File: src/sv/tpmsc_pkg.sv
// ----------------------------------------------------------------------------
// tpmsc_pkg
// Shared types and constants for the tachometer PID speed controller.
// ----------------------------------------------------------------------------
package tpmsc_pkg;

    localparam logic [1:0] CMD_EDGE_ONE = 2'd0;
    localparam logic [1:0] CMD_EDGE_TWO = 2'd1;
    localparam logic [1:0] CMD_TICK     = 2'd2;

    localparam logic [1:0] REG_GAIN_P   = 2'd0;
    localparam logic [1:0] REG_GAIN_I   = 2'd1;
    localparam logic [1:0] REG_GAIN_D   = 2'd2;
    localparam logic [1:0] REG_SCALE    = 2'd3;

    localparam int unsigned CFG_IDX_W   = 3;
    localparam int unsigned CFG_DATA_W  = 32;

    localparam logic signed [33:0] ERROR_DIV = 34'sd100;
    localparam logic signed [65:0] OUT_DIV   = 66'sd10;
    localparam logic signed [65:0] DRIVE_MAX = 66'sd999;

    typedef struct packed {
        logic [1:0]  cmd;
        logic [31:0] edge_time;
        logic [30:0] target_speed;
    } t_in_item;

    typedef struct packed {
        logic [9:0]  drive_level;
        logic [30:0] measured_speed;
        logic        no_interval;
    } t_out_item;

    typedef struct packed {
        logic [CFG_IDX_W-1:0]  index;
        logic [CFG_DATA_W-1:0] data;
    } t_cfg_item;

endpackage

File: src/sv/tpmsc_if.sv
// ----------------------------------------------------------------------------
// tpmsc_in_if / tpmsc_out_if / tpmsc_cfg_if
// Valid/ready channels carrying items of the speed controller.
// ----------------------------------------------------------------------------
interface tpmsc_in_if;
    logic                 valid;
    logic                 ready;
    tpmsc_pkg::t_in_item  data;
    modport source (output valid, output data, input ready);
    modport sink   (input valid, input data, output ready);
endinterface

interface tpmsc_out_if;
    logic                 valid;
    logic                 ready;
    tpmsc_pkg::t_out_item data;
    modport source (output valid, output data, input ready);
    modport sink   (input valid, input data, output ready);
endinterface

interface tpmsc_cfg_if;
    logic                 valid;
    logic                 ready;
    tpmsc_pkg::t_cfg_item data;
    modport source (output valid, output data, input ready);
    modport sink   (input valid, input data, output ready);
endinterface

File: src/sv/tachometer_pid_motor_speed_control.sv
// ----------------------------------------------------------------------------
// tachometer_pid_motor_speed_control
// Encoder period measurement and PID speed loop driving a PWM duty level.
// ----------------------------------------------------------------------------
// An edge item is a ring read, then a ring and sum update. A control tick
// runs the mean, the speed quotient and the error over 100 through one
// shared bit-serial 32-bit divider at one bit a cycle, followed by three
// serial gain products (one gain bit a cycle) and the final division by
// ten. A zero mean skips the speed quotient and a total that clamps skips
// the division by ten. Items are handled one at a time; the result sits in
// an output register and a new item is taken while it waits. A tick that
// finishes while the previous result still waits holds in its last step
// until the output register frees. Reset clears the interval ring entry by
// entry, during which no item is taken; configuration writes are taken at
// any time.
// ----------------------------------------------------------------------------
module tachometer_pid_motor_speed_control #(
    parameter int unsigned RING_DEPTH = 12
) (
    input  logic i_clk,
    input  logic i_rst_n,
    tpmsc_in_if.sink    in_ch,
    tpmsc_out_if.source out_ch,
    tpmsc_cfg_if.sink   cfg_ch
);
    localparam int unsigned PW = (RING_DEPTH > 1) ? $clog2(RING_DEPTH) : 1;

    typedef enum logic [15:0] {
        S_CLEAR = 16'h0001,
        S_IDLE  = 16'h0002,
        S_EDGE  = 16'h0004,
        S_MEAN  = 16'h0008,
        S_SPEED = 16'h0010,
        S_ERR   = 16'h0020,
        S_MULP  = 16'h0040,
        S_MULI  = 16'h0080,
        S_MULD  = 16'h0100,
        S_OUTD  = 16'h0200,
        S_OUT   = 16'h0400,
        S_WAITD = 16'h0800,
        S_SIGN  = 16'h1000,
        S_INTG  = 16'h2000,
        S_SUM   = 16'h4000,
        S_FIN   = 16'h8000
    } t_state;

    t_state r_state;

    // configuration
    logic [15:0] r_gain_p, r_gain_i, r_gain_d;
    logic [30:0] r_scale;

    // measurement state
    logic [31:0]   r_ring [RING_DEPTH];
    logic [31:0]   r_ring_rd;
    logic [PW-1:0] r_pos, r_clr;
    logic [31:0]   r_sum, r_t1, r_t2, r_span;
    logic          r_last;
    logic signed [31:0] r_integ, r_prev;

    // tick working registers
    tpmsc_pkg::t_in_item r_item;
    logic [30:0]  r_speed;
    logic         r_flag;
    logic signed [33:0] r_e;
    logic signed [33:0] r_acc;
    logic signed [65:0] r_ctl;
    logic signed [65:0] r_mcand;
    logic [15:0]  r_mplier;
    logic [4:0]   r_mcnt;
    logic         r_neg;
    tpmsc_pkg::t_out_item r_out;
    logic         r_out_v;

    // shared divider
    logic        w_div_start, w_div_done;
    logic [31:0] w_div_num, w_div_den, w_div_q;
    logic [31:0] r_div_num, r_div_den;

    tpmsc_serdiv #(.W(32)) u_div (
        .i_clk   (i_clk),
        .i_rst_n (i_rst_n),
        .i_start (w_div_start),
        .i_num   (w_div_num),
        .i_den   (w_div_den),
        .o_done  (w_div_done),
        .o_quot  (w_div_q)
    );

    logic r_div_go;
    logic w_div_go;
    assign w_div_start = r_div_go;
    assign w_div_num   = r_div_num;
    assign w_div_den   = r_div_den;

    logic w_in_acc;
    logic w_out_free;
    assign in_ch.ready  = (r_state == S_IDLE);
    assign w_in_acc     = in_ch.valid && in_ch.ready;
    assign cfg_ch.ready = 1'b1;
    assign out_ch.valid = r_out_v;
    assign out_ch.data  = r_out;
    // output register can take a new result this cycle
    assign w_out_free   = !r_out_v || out_ch.ready;

    logic        w_other;
    logic [31:0] w_err_mag;
    logic signed [32:0] w_raw;
    assign w_raw = $signed({2'b0, r_item.target_speed}) - $signed({2'b0, r_speed});

    // kick the divider whenever a step hands it new operands
    assign w_div_go = (w_in_acc && in_ch.data.cmd == tpmsc_pkg::CMD_TICK)
                   || (r_state == S_MEAN && w_div_done && w_div_q != 32'd0)
                   || (r_state == S_ERR)
                   || (r_state == S_SIGN && r_ctl >= 66'sd0 && r_ctl < 66'sd10000);

    always_ff @(posedge i_clk) begin
        if (!i_rst_n) begin
            r_div_go <= 1'b0;
        end else begin
            r_div_go <= w_div_go;
        end
    end

    // configuration writes; out-of-range indexes are dropped
    always_ff @(posedge i_clk) begin
        if (!i_rst_n) begin
            r_gain_p <= 16'd10;
            r_gain_i <= 16'd1;
            r_gain_d <= 16'd0;
            r_scale  <= 31'd360000000;
        end else if (cfg_ch.valid) begin
            case (cfg_ch.data.index)
                3'(tpmsc_pkg::REG_GAIN_P): r_gain_p <= cfg_ch.data.data[15:0];
                3'(tpmsc_pkg::REG_GAIN_I): r_gain_i <= cfg_ch.data.data[15:0];
                3'(tpmsc_pkg::REG_GAIN_D): r_gain_d <= cfg_ch.data.data[15:0];
                3'(tpmsc_pkg::REG_SCALE):  r_scale  <= cfg_ch.data.data[30:0];
                default: ;
            endcase
        end
    end

    // ring memory: one write port, registered read
    logic          w_ring_we;
    logic [PW-1:0] w_ring_wa;
    logic [31:0]   w_ring_wd;
    assign w_ring_we = (r_state == S_CLEAR) || (r_state == S_EDGE && w_other);
    assign w_ring_wa = (r_state == S_CLEAR) ? r_clr : r_pos;
    assign w_ring_wd = (r_state == S_CLEAR) ? 32'd0 : r_span;
    always_ff @(posedge i_clk) begin
        if (w_ring_we) r_ring[w_ring_wa] <= w_ring_wd;
        r_ring_rd <= r_ring[r_pos];
    end

    assign w_other = (r_item.cmd == tpmsc_pkg::CMD_EDGE_ONE) ? r_last : !r_last;
    assign w_err_mag = w_raw[32] ? 32'(-w_raw) : 32'(w_raw);

    // saturating integral sum
    logic signed [33:0] w_acc_raw;
    assign w_acc_raw = 34'(r_integ) + r_e;

    always_ff @(posedge i_clk) begin
        if (!i_rst_n) begin
            r_state <= S_CLEAR;
            r_clr   <= '0;
            r_pos   <= '0;
            r_sum   <= '0;
            r_t1    <= '0;
            r_t2    <= '0;
            r_last  <= 1'b0;
            r_integ <= '0;
            r_prev  <= '0;
            r_out_v <= 1'b0;
        end else begin
            if (r_state == S_FIN && w_out_free) r_out_v <= 1'b1;
            else if (out_ch.valid && out_ch.ready) r_out_v <= 1'b0;
            unique case (r_state)
                S_CLEAR: begin
                    r_clr <= r_clr + 1'b1;
                    if (r_clr == PW'(RING_DEPTH - 1)) r_state <= S_IDLE;
                end
                S_IDLE: begin
                    if (w_in_acc) begin
                        r_item <= in_ch.data;
                        case (in_ch.data.cmd)
                            tpmsc_pkg::CMD_EDGE_ONE: begin
                                r_span  <= in_ch.data.edge_time - r_t2;
                                r_state <= S_EDGE;
                            end
                            tpmsc_pkg::CMD_EDGE_TWO: begin
                                r_span  <= in_ch.data.edge_time - r_t1;
                                r_state <= S_EDGE;
                            end
                            tpmsc_pkg::CMD_TICK: begin
                                r_div_num <= r_sum;
                                r_div_den <= 32'(RING_DEPTH);
                                r_state   <= S_MEAN;
                            end
                            default: ;
                        endcase
                    end
                end
                S_EDGE: begin
                    if (w_other) begin
                        r_sum <= r_sum - r_ring_rd + r_span;
                        r_pos <= (r_pos == PW'(RING_DEPTH - 1)) ? '0 : r_pos + 1'b1;
                    end
                    if (r_item.cmd == tpmsc_pkg::CMD_EDGE_ONE) begin
                        r_t1   <= r_item.edge_time;
                        r_last <= 1'b0;
                    end else begin
                        r_t2   <= r_item.edge_time;
                        r_last <= 1'b1;
                    end
                    r_state <= S_IDLE;
                end
                S_MEAN: begin
                    if (w_div_done) begin
                        if (w_div_q == 32'd0) begin
                            r_speed <= '0;
                            r_flag  <= 1'b1;
                            r_state <= S_ERR;
                        end else begin
                            r_flag    <= 1'b0;
                            r_div_num <= {1'b0, r_scale};
                            r_div_den <= w_div_q;
                            r_state   <= S_SPEED;
                        end
                    end
                end
                S_SPEED: begin
                    if (w_div_done) begin
                        r_speed <= w_div_q[30:0];
                        r_state <= S_ERR;
                    end
                end
                S_ERR: begin
                    // magnitude of error over 100, sign restored afterwards
                    r_neg     <= w_raw[32];
                    r_div_num <= w_err_mag;
                    r_div_den <= 32'(tpmsc_pkg::ERROR_DIV);
                    r_state   <= S_WAITD;
                end
                S_WAITD: begin
                    if (w_div_done) begin
                        r_e <= r_neg ? -34'(w_div_q) : 34'(w_div_q);
                        r_state <= S_INTG;
                    end
                end
                S_INTG: begin
                    if (w_acc_raw > 34'sd2147483647) r_acc <= 34'sd2147483647;
                    else if (w_acc_raw < -34'sd2147483648) r_acc <= -34'sd2147483648;
                    else r_acc <= w_acc_raw;
                    r_ctl    <= '0;
                    r_mcand  <= 66'(r_e);
                    r_mplier <= r_gain_p;
                    r_mcnt   <= 5'd16;
                    r_state  <= S_MULP;
                end
                S_MULP, S_MULI, S_MULD: begin
                    // shift-add: one gain bit a cycle
                    if (r_mcnt != 5'd0) begin
                        if (r_mplier[0]) r_ctl <= r_ctl + r_mcand;
                        r_mcand  <= r_mcand <<< 1;
                        r_mplier <= r_mplier >> 1;
                        r_mcnt   <= r_mcnt - 1'b1;
                    end else begin
                        r_mcnt <= 5'd16;
                        if (r_state == S_MULP) begin
                            r_mcand  <= 66'(r_acc);
                            r_mplier <= r_gain_i;
                            r_state  <= S_MULI;
                        end else if (r_state == S_MULI) begin
                            r_mcand  <= 66'(r_e) - 66'(r_prev);
                            r_mplier <= r_gain_d;
                            r_state  <= S_MULD;
                        end else begin
                            r_integ <= 32'(r_acc);
                            r_prev  <= 32'(r_e);
                            r_state <= S_SIGN;
                        end
                    end
                end
                S_SIGN: begin
                    // negative totals clamp to zero; so division sign is moot
                    if (r_ctl < 0) begin
                        r_ctl   <= '0;
                        r_state <= S_FIN;
                    end else if (r_ctl >= 66'sd10000) begin
                        r_ctl   <= tpmsc_pkg::DRIVE_MAX;
                        r_state <= S_FIN;
                    end else begin
                        r_div_num <= 32'(r_ctl);
                        r_div_den <= 32'(tpmsc_pkg::OUT_DIV);
                        r_state   <= S_OUTD;
                    end
                end
                S_OUTD: begin
                    if (w_div_done) begin
                        r_ctl   <= 66'(w_div_q);
                        r_state <= S_FIN;
                    end
                end
                S_FIN: begin
                    // hold until the previous result has left
                    if (w_out_free) begin
                        r_out.drive_level    <= 10'(r_ctl);
                        r_out.measured_speed <= r_speed;
                        r_out.no_interval    <= r_flag;
                        r_state <= S_IDLE;
                    end
                end
                S_SUM, S_OUT: r_state <= S_IDLE;
                default: r_state <= S_IDLE;
            endcase
        end
    end

    // a waiting result stays put until taken
    a_out_hold: assert property (@(posedge i_clk) disable iff (!i_rst_n)
        (out_ch.valid && !out_ch.ready) |=> (out_ch.valid && $stable(out_ch.data)))
        else $error("result changed while waiting");
    a_drive_range: assert property (@(posedge i_clk) disable iff (!i_rst_n)
        r_out_v |-> (r_out.drive_level <= 10'd999)) else $error("drive out of range");
    a_flag_speed: assert property (@(posedge i_clk) disable iff (!i_rst_n)
        (r_out_v && r_out.no_interval) |-> (r_out.measured_speed == '0))
        else $error("flag with nonzero speed");
    a_pos_range: assert property (@(posedge i_clk) disable iff (!i_rst_n)
        r_pos <= PW'(RING_DEPTH - 1)) else $error("ring pointer out of range");
endmodule

File: src/sv/tpmsc_serdiv.sv
// ----------------------------------------------------------------------------
// tpmsc_serdiv
// Unsigned restoring divider, one quotient bit per cycle.
// ----------------------------------------------------------------------------
module tpmsc_serdiv #(
    parameter int unsigned W = 32
) (
    input  logic         i_clk,
    input  logic         i_rst_n,
    input  logic         i_start,
    input  logic [W-1:0] i_num,
    input  logic [W-1:0] i_den,
    output logic         o_done,
    output logic [W-1:0] o_quot
);
    localparam int unsigned CW = $clog2(W + 1);

    logic [W-1:0]  r_quot, n_quot;
    logic [W-1:0]  r_rem,  n_rem;
    logic [W-1:0]  r_den;
    logic [CW-1:0] r_cnt,  n_cnt;
    logic          r_busy, n_busy;
    logic          r_done, n_done;
    logic [W:0]    w_trial;

    assign w_trial = {r_rem, r_quot[W-1]} - {1'b0, r_den};

    always_comb begin
        n_quot = r_quot;
        n_rem  = r_rem;
        n_cnt  = r_cnt;
        n_busy = r_busy;
        n_done = 1'b0;
        if (i_start) begin
            n_quot = i_num;
            n_rem  = '0;
            n_cnt  = CW'(W);
            n_busy = 1'b1;
        end else if (r_busy) begin
            // shift one numerator bit in, subtract when it fits
            if (!w_trial[W]) begin
                n_rem  = w_trial[W-1:0];
                n_quot = {r_quot[W-2:0], 1'b1};
            end else begin
                n_rem  = {r_rem[W-2:0], r_quot[W-1]};
                n_quot = {r_quot[W-2:0], 1'b0};
            end
            n_cnt = r_cnt - 1'b1;
            if (r_cnt == CW'(1)) begin
                n_busy = 1'b0;
                n_done = 1'b1;
            end
        end
    end

    always_ff @(posedge i_clk) begin
        if (!i_rst_n) begin
            r_busy <= 1'b0;
            r_done <= 1'b0;
            r_cnt  <= '0;
        end else begin
            r_busy <= n_busy;
            r_done <= n_done;
            r_cnt  <= n_cnt;
        end
        r_quot <= n_quot;
        r_rem  <= n_rem;
        if (i_start) r_den <= i_den;
    end

    assign o_done = r_done;
    assign o_quot = r_quot;
endmodule

File: src/flat_wrapper.sv
// flat-port wrapper written by rule: the top's interface ports become plain ports
module tachometer_pid_motor_speed_control_flat 
#(
    parameter int unsigned RING_DEPTH = 12
)
  (i_clk, i_rst_n, in_ch_valid, in_ch_data, in_ch_ready, out_ch_valid, out_ch_data, out_ch_ready, cfg_ch_valid, cfg_ch_data, cfg_ch_ready);
  tpmsc_in_if in_ch_i ();
  tpmsc_out_if out_ch_i ();
  tpmsc_cfg_if cfg_ch_i ();
  input  logic i_clk;
  input  logic i_rst_n;
  input wire logic [$bits(in_ch_i.valid)-1:0] in_ch_valid;
  input wire logic [$bits(in_ch_i.data)-1:0] in_ch_data;
  output wire logic [$bits(in_ch_i.ready)-1:0] in_ch_ready;
  output wire logic [$bits(out_ch_i.valid)-1:0] out_ch_valid;
  output wire logic [$bits(out_ch_i.data)-1:0] out_ch_data;
  input wire logic [$bits(out_ch_i.ready)-1:0] out_ch_ready;
  input wire logic [$bits(cfg_ch_i.valid)-1:0] cfg_ch_valid;
  input wire logic [$bits(cfg_ch_i.data)-1:0] cfg_ch_data;
  output wire logic [$bits(cfg_ch_i.ready)-1:0] cfg_ch_ready;
  assign in_ch_i.valid = in_ch_valid;
  assign in_ch_i.data = in_ch_data;
  assign in_ch_ready = in_ch_i.ready;
  assign out_ch_valid = out_ch_i.valid;
  assign out_ch_data = out_ch_i.data;
  assign out_ch_i.ready = out_ch_ready;
  assign cfg_ch_i.valid = cfg_ch_valid;
  assign cfg_ch_i.data = cfg_ch_data;
  assign cfg_ch_ready = cfg_ch_i.ready;
  tachometer_pid_motor_speed_control #(.RING_DEPTH(RING_DEPTH)) u_core (.i_clk(i_clk), .i_rst_n(i_rst_n), .in_ch(in_ch_i), .out_ch(out_ch_i), .cfg_ch(cfg_ch_i));
endmodule
File: config.mk
export PLATFORM = sky130hd
export DESIGN_NAME = tachometer_pid_motor_speed_control_flat
export DESIGN_NICKNAME = d
export VERILOG_FILES = /design/src/sv/tpmsc_pkg.sv /design/src/sv/tpmsc_if.sv /design/src/sv/tachometer_pid_motor_speed_control.sv /design/src/sv/tpmsc_serdiv.sv /design/src/flat_wrapper.sv
export SDC_FILE = /design/constraint.sdc
export NUM_CORES = 2
export LEC_CHECK = 0
export BUFFER_PORTS_ARGS = -buffer_cell sky130_fd_sc_hd__buf_2
export CORE_ASPECT_RATIO = 2
export CORE_MARGIN = 2
export CORE_UTILIZATION = 34
export CTS_CLUSTER_SIZE = 16
export DETAILED_ROUTE_END_ITERATION = 6
export PLACE_DENSITY = 0.55
export SETUP_SLACK_MARGIN = 0.02
export SLEW_MARGIN = 10
export SYNTH_ARGS = -nofsm -noshare
export SYNTH_HDL_FRONTEND = slang
export SYNTH_SLANG_ARGS = --single-unit
File: constraint.sdc
create_clock -name i_clk -period 11.5 [get_ports i_clk]
set_clock_uncertainty 0.05 [all_clocks]
set_input_delay 2.3 -clock i_clk [delete_from_list [all_inputs] [get_ports i_clk]]
set_output_delay 2.3 -clock i_clk [all_outputs]
set_load 0.005 [all_outputs]
==> impl_metrics.toml <==
[yosys]
synth_edf_count = 905
ys_top_cells_by_count = "edfxtp_1 (905), nand2_1 (866), a21oi_1 (360), nor2_1 (347), dfxtp_1 (336)"
yosys-top-cells-area = "edfxtp_1 (43%), dfxtp_1 (11%), ha_1 (5.3%)"
syn-num-nets = 6204
synth_seq_area_share_pct = 53.74
netlist_instances = 5796
synth_warnings = 0
synth_top_area_share_pct = 43.08
synth_cell_types = 94
synth.most_common_cell = "edfxtp_1"
ys_seq_elements = 1241
syn_avg_cell_area_sq_um = 10.88
synth_top_cell_by_area = "edfxtp_1"
synthArstFlopShare_pct = 0
netlist_area_sq_um = 63090
ys_dominant_reg_cell = "edfxtp_1"

[pwr]
peakVddDrop_mv = 0.1623
report.power.total_mw = 10.79
p_per_area_nw_per_um2 = 152.6
p_leak_nw = 26.40

[die]
fp.dieW_um = 308.6
dieArea_sq_um = 189200
ioPinCount = 150
initial_core_util_pct = 34.21
dieHeight_um = 613.2
num_rows = 223
core-area_sq_um = 184400

[sta]
rsz0062_at_grt = "no"
fmaxAchievable_mhz = 158.9
tightest_slew_ns = 1.064
finalSetupViolCount = 0
setup-tns-final_ns = 0
slew_headroom_pct = 28.55
finalCritPeriodShare_pct = 54.72
maxSlewViolCount = 0
holdWs_ns = 0.3684
period_minus_slack_ns = 6.293
hold_viol_final = 0

[setup_path]
worst_setup_path_end_kind = "flop"
worst_setup_path_start_kind = "input pin"
cp_max_fo = 32
rrSetupSlack_ns = 6.34
reg2reg_depth = 15
crit_arrival_ns = 6.72
cp.required_ns = 11.93
path_class = "in -> reg"
r2r_end = "u_core.r_mcand[44]"
r2r_start = "u_core.r_e[0]"

[status]
status = "finished clean"

[worst_hold_path]
worstHoldPathType = "reg -> reg"
holdPathEnd = "u_core.u_div.r_den[9]"
whs_path_depth = 0
hp-start = "u_core.r_div_den[9]"

[clock_network]
cts.reportedPaths.clkPinSlew_ns = 0.07
numClockSinks = 1241
clock_path_buffers = 3
post_cts_resized = 0
cts_max_level = 3
clock-root-buffer = "clkbuf_16"
cts_tree = "done"
cts_setup_buffers = 0
cts_hold_buf = 0
cts_buffers = 115
clk_latency_ns = 0.75

[placement]
post_dp_cell_area_sq_um = 66800
port_buffers = 147
gp_congestion = 0.9299
hpwl_mm = 145.4

[detailed_routing]
routedWlPerCell_um = 23.63
via_per_inst = 5.292
drcViolationCount = 0
drt_wl_total_mm = 199.7
drtIter0Drc = 3350
ant_nets = 0
drt-pass1-iter-count = 7
num_vias = 44730

[global_routing]
antenna_found_initial = 18
grt_usage_pct = 20.90
grt_pass1_vias = 45440
overflow = 0
grt_pass1_wl_mm = 292.8
grt_start_max_net_pins = 91

[job]
drv_cap = 0

[layout]
nNetsFinal = 6278
fin_area_sq_um = 70690
syn2layout_area_growth_pct = 12.06
drive_above_1_share_pct = 10.62
filler_cell_count = 17910
==> cell usage in the layout (no fill, tap or decap), types with 37 or more instances in the layout <==
master | synthesis | final
nor3_1 | 61 | 58
nand2_1 | 866 | 864
xnor2_1 | 172 | 172
nand2b_1 | 48 | 47
fa_1 | 37 | 37
a21boi_0 | 217 | 216
nor2_1 | 347 | 328
buf_4 | 5 | 78
o21ai_0 | 325 | 324
clkbuf_16 | 0 | 118
nand3_1 | 88 | 88
inv_1 | 302 | 301
buf_2 | 12 | 146
dfxtp_1 | 336 | 332
xor2_1 | 116 | 116
edfxtp_1 | 905 | 905
a21oi_1 | 360 | 360
mux2i_1 | 73 | 73
and2_1 | 102 | 101
a211oi_1 | 50 | 50
a21o_1 | 125 | 125
ha_1 | 266 | 266
a31oi_1 | 43 | 42
nor2b_1 | 63 | 62
o21a_1 | 41 | 41
mux4_2 | 96 | 96
==> cell type report <==
cell class | count | area, sq um | share of cell area (%)
multi-input combinational | 3985 | 27330 | 38.65
clock buffer | 144 | 3161 | 4.471
inverter | 302 | 1134 | 1.604
clock inverter | 74 | 720.7 | 1.019
timing repair buffer | 225 | 1328 | 1.878
antenna | 6 | 15.01 | 0.02124
tap | 2475 | 3097 | 4.380
sequential | 1241 | 33920 | 47.97
==> kinds of logic after synthesis <==
family / share of synthesized area (%)
multiplexers: 5.139
AND/OR/NAND/NOR: 12.78
adder cells (fa/ha/maj): 6.450
flip-flops: 53.74
AO/OA/AOI/OAI: 14.42
buffers and inverters: 3.445
other: 0.005944
XOR/XNOR: 4.024
==> worst max path at each step <==
stage	to	slack (ns)	depth (start not counted)	start
after floorplan	u_core.r_ctl[0]	1.97	2	i_rst_n
after global placement	u_core.r_span[31]	4.36	17	in_ch_data[64]
after detailed placement	u_core.r_span[31]	4.40	17	in_ch_data[64]
after CTS	u_core.r_span[31]	5.17	17	in_ch_data[64]
after global routing	u_core.r_span[31]	4.88	17	in_ch_data[64]
final	u_core.r_span[31]	5.21	17	in_ch_data[64]
==> worst max-delay path, stage by stage <==
cell,delay [ns]
buf_2,0.31
nand2b_2,0.19
buf_4,0.51
mux2i_1,0.31
ha_1,0.26
nor2b_1,0.14
o2111a_1,0.26
nor4b_1,0.46
o31ai_1,0.16
o22ai_1,0.33
o31ai_1,0.16
o31ai_1,0.35
o21bai_1,0.16
a211o_1,0.32
a21o_1,0.19
a21oi_1,0.20
xnor2_1,0.09
==> state kept, by name, summed over array words and instances, names as in the netlist, 34 cells and up <==
signal and cells:
u_core.r_mcand 66, u_core.r_ring 384, u_core.r_e 34, u_core.out_ch.data 42, u_core.r_item 65, u_core.r_ctl 66
u_core.r_acc 34
==> per-layer routing <==
metal	routed length (um)	GRT usage, %	vias up
met1	71910	22.21	22120
met2	105100	38.76	1112
met4	15450	13.80	4
li1	-	-	21070
met3	7237	2.169	416
met5	20	0	-
==> stage by stage <==
stage,setup slack (ns),cells,utilization [%]
floorplan,1.973,5796,-
global placement,4.361,8228,36.22
detailed placement,4.397,8228,36.22
CTS,5.172,8446,38.32
global route,4.884,8447,38.32
finish,5.207,8452,38.33
==> power breakdown <==
part | switching (mW) | leakage, nW | internal [mW] | total (mW)
Sequential | 0.122 | 11.3 | 5.03 | 5.15
Clock | 1.83 | 1.89 | 2.19 | 4.01
Combinational | 0.971 | 13.2 | 0.648 | 1.62
Total | 2.92 | 26.4 | 7.87 | 10.8
(Power assumes the default switching activity.)
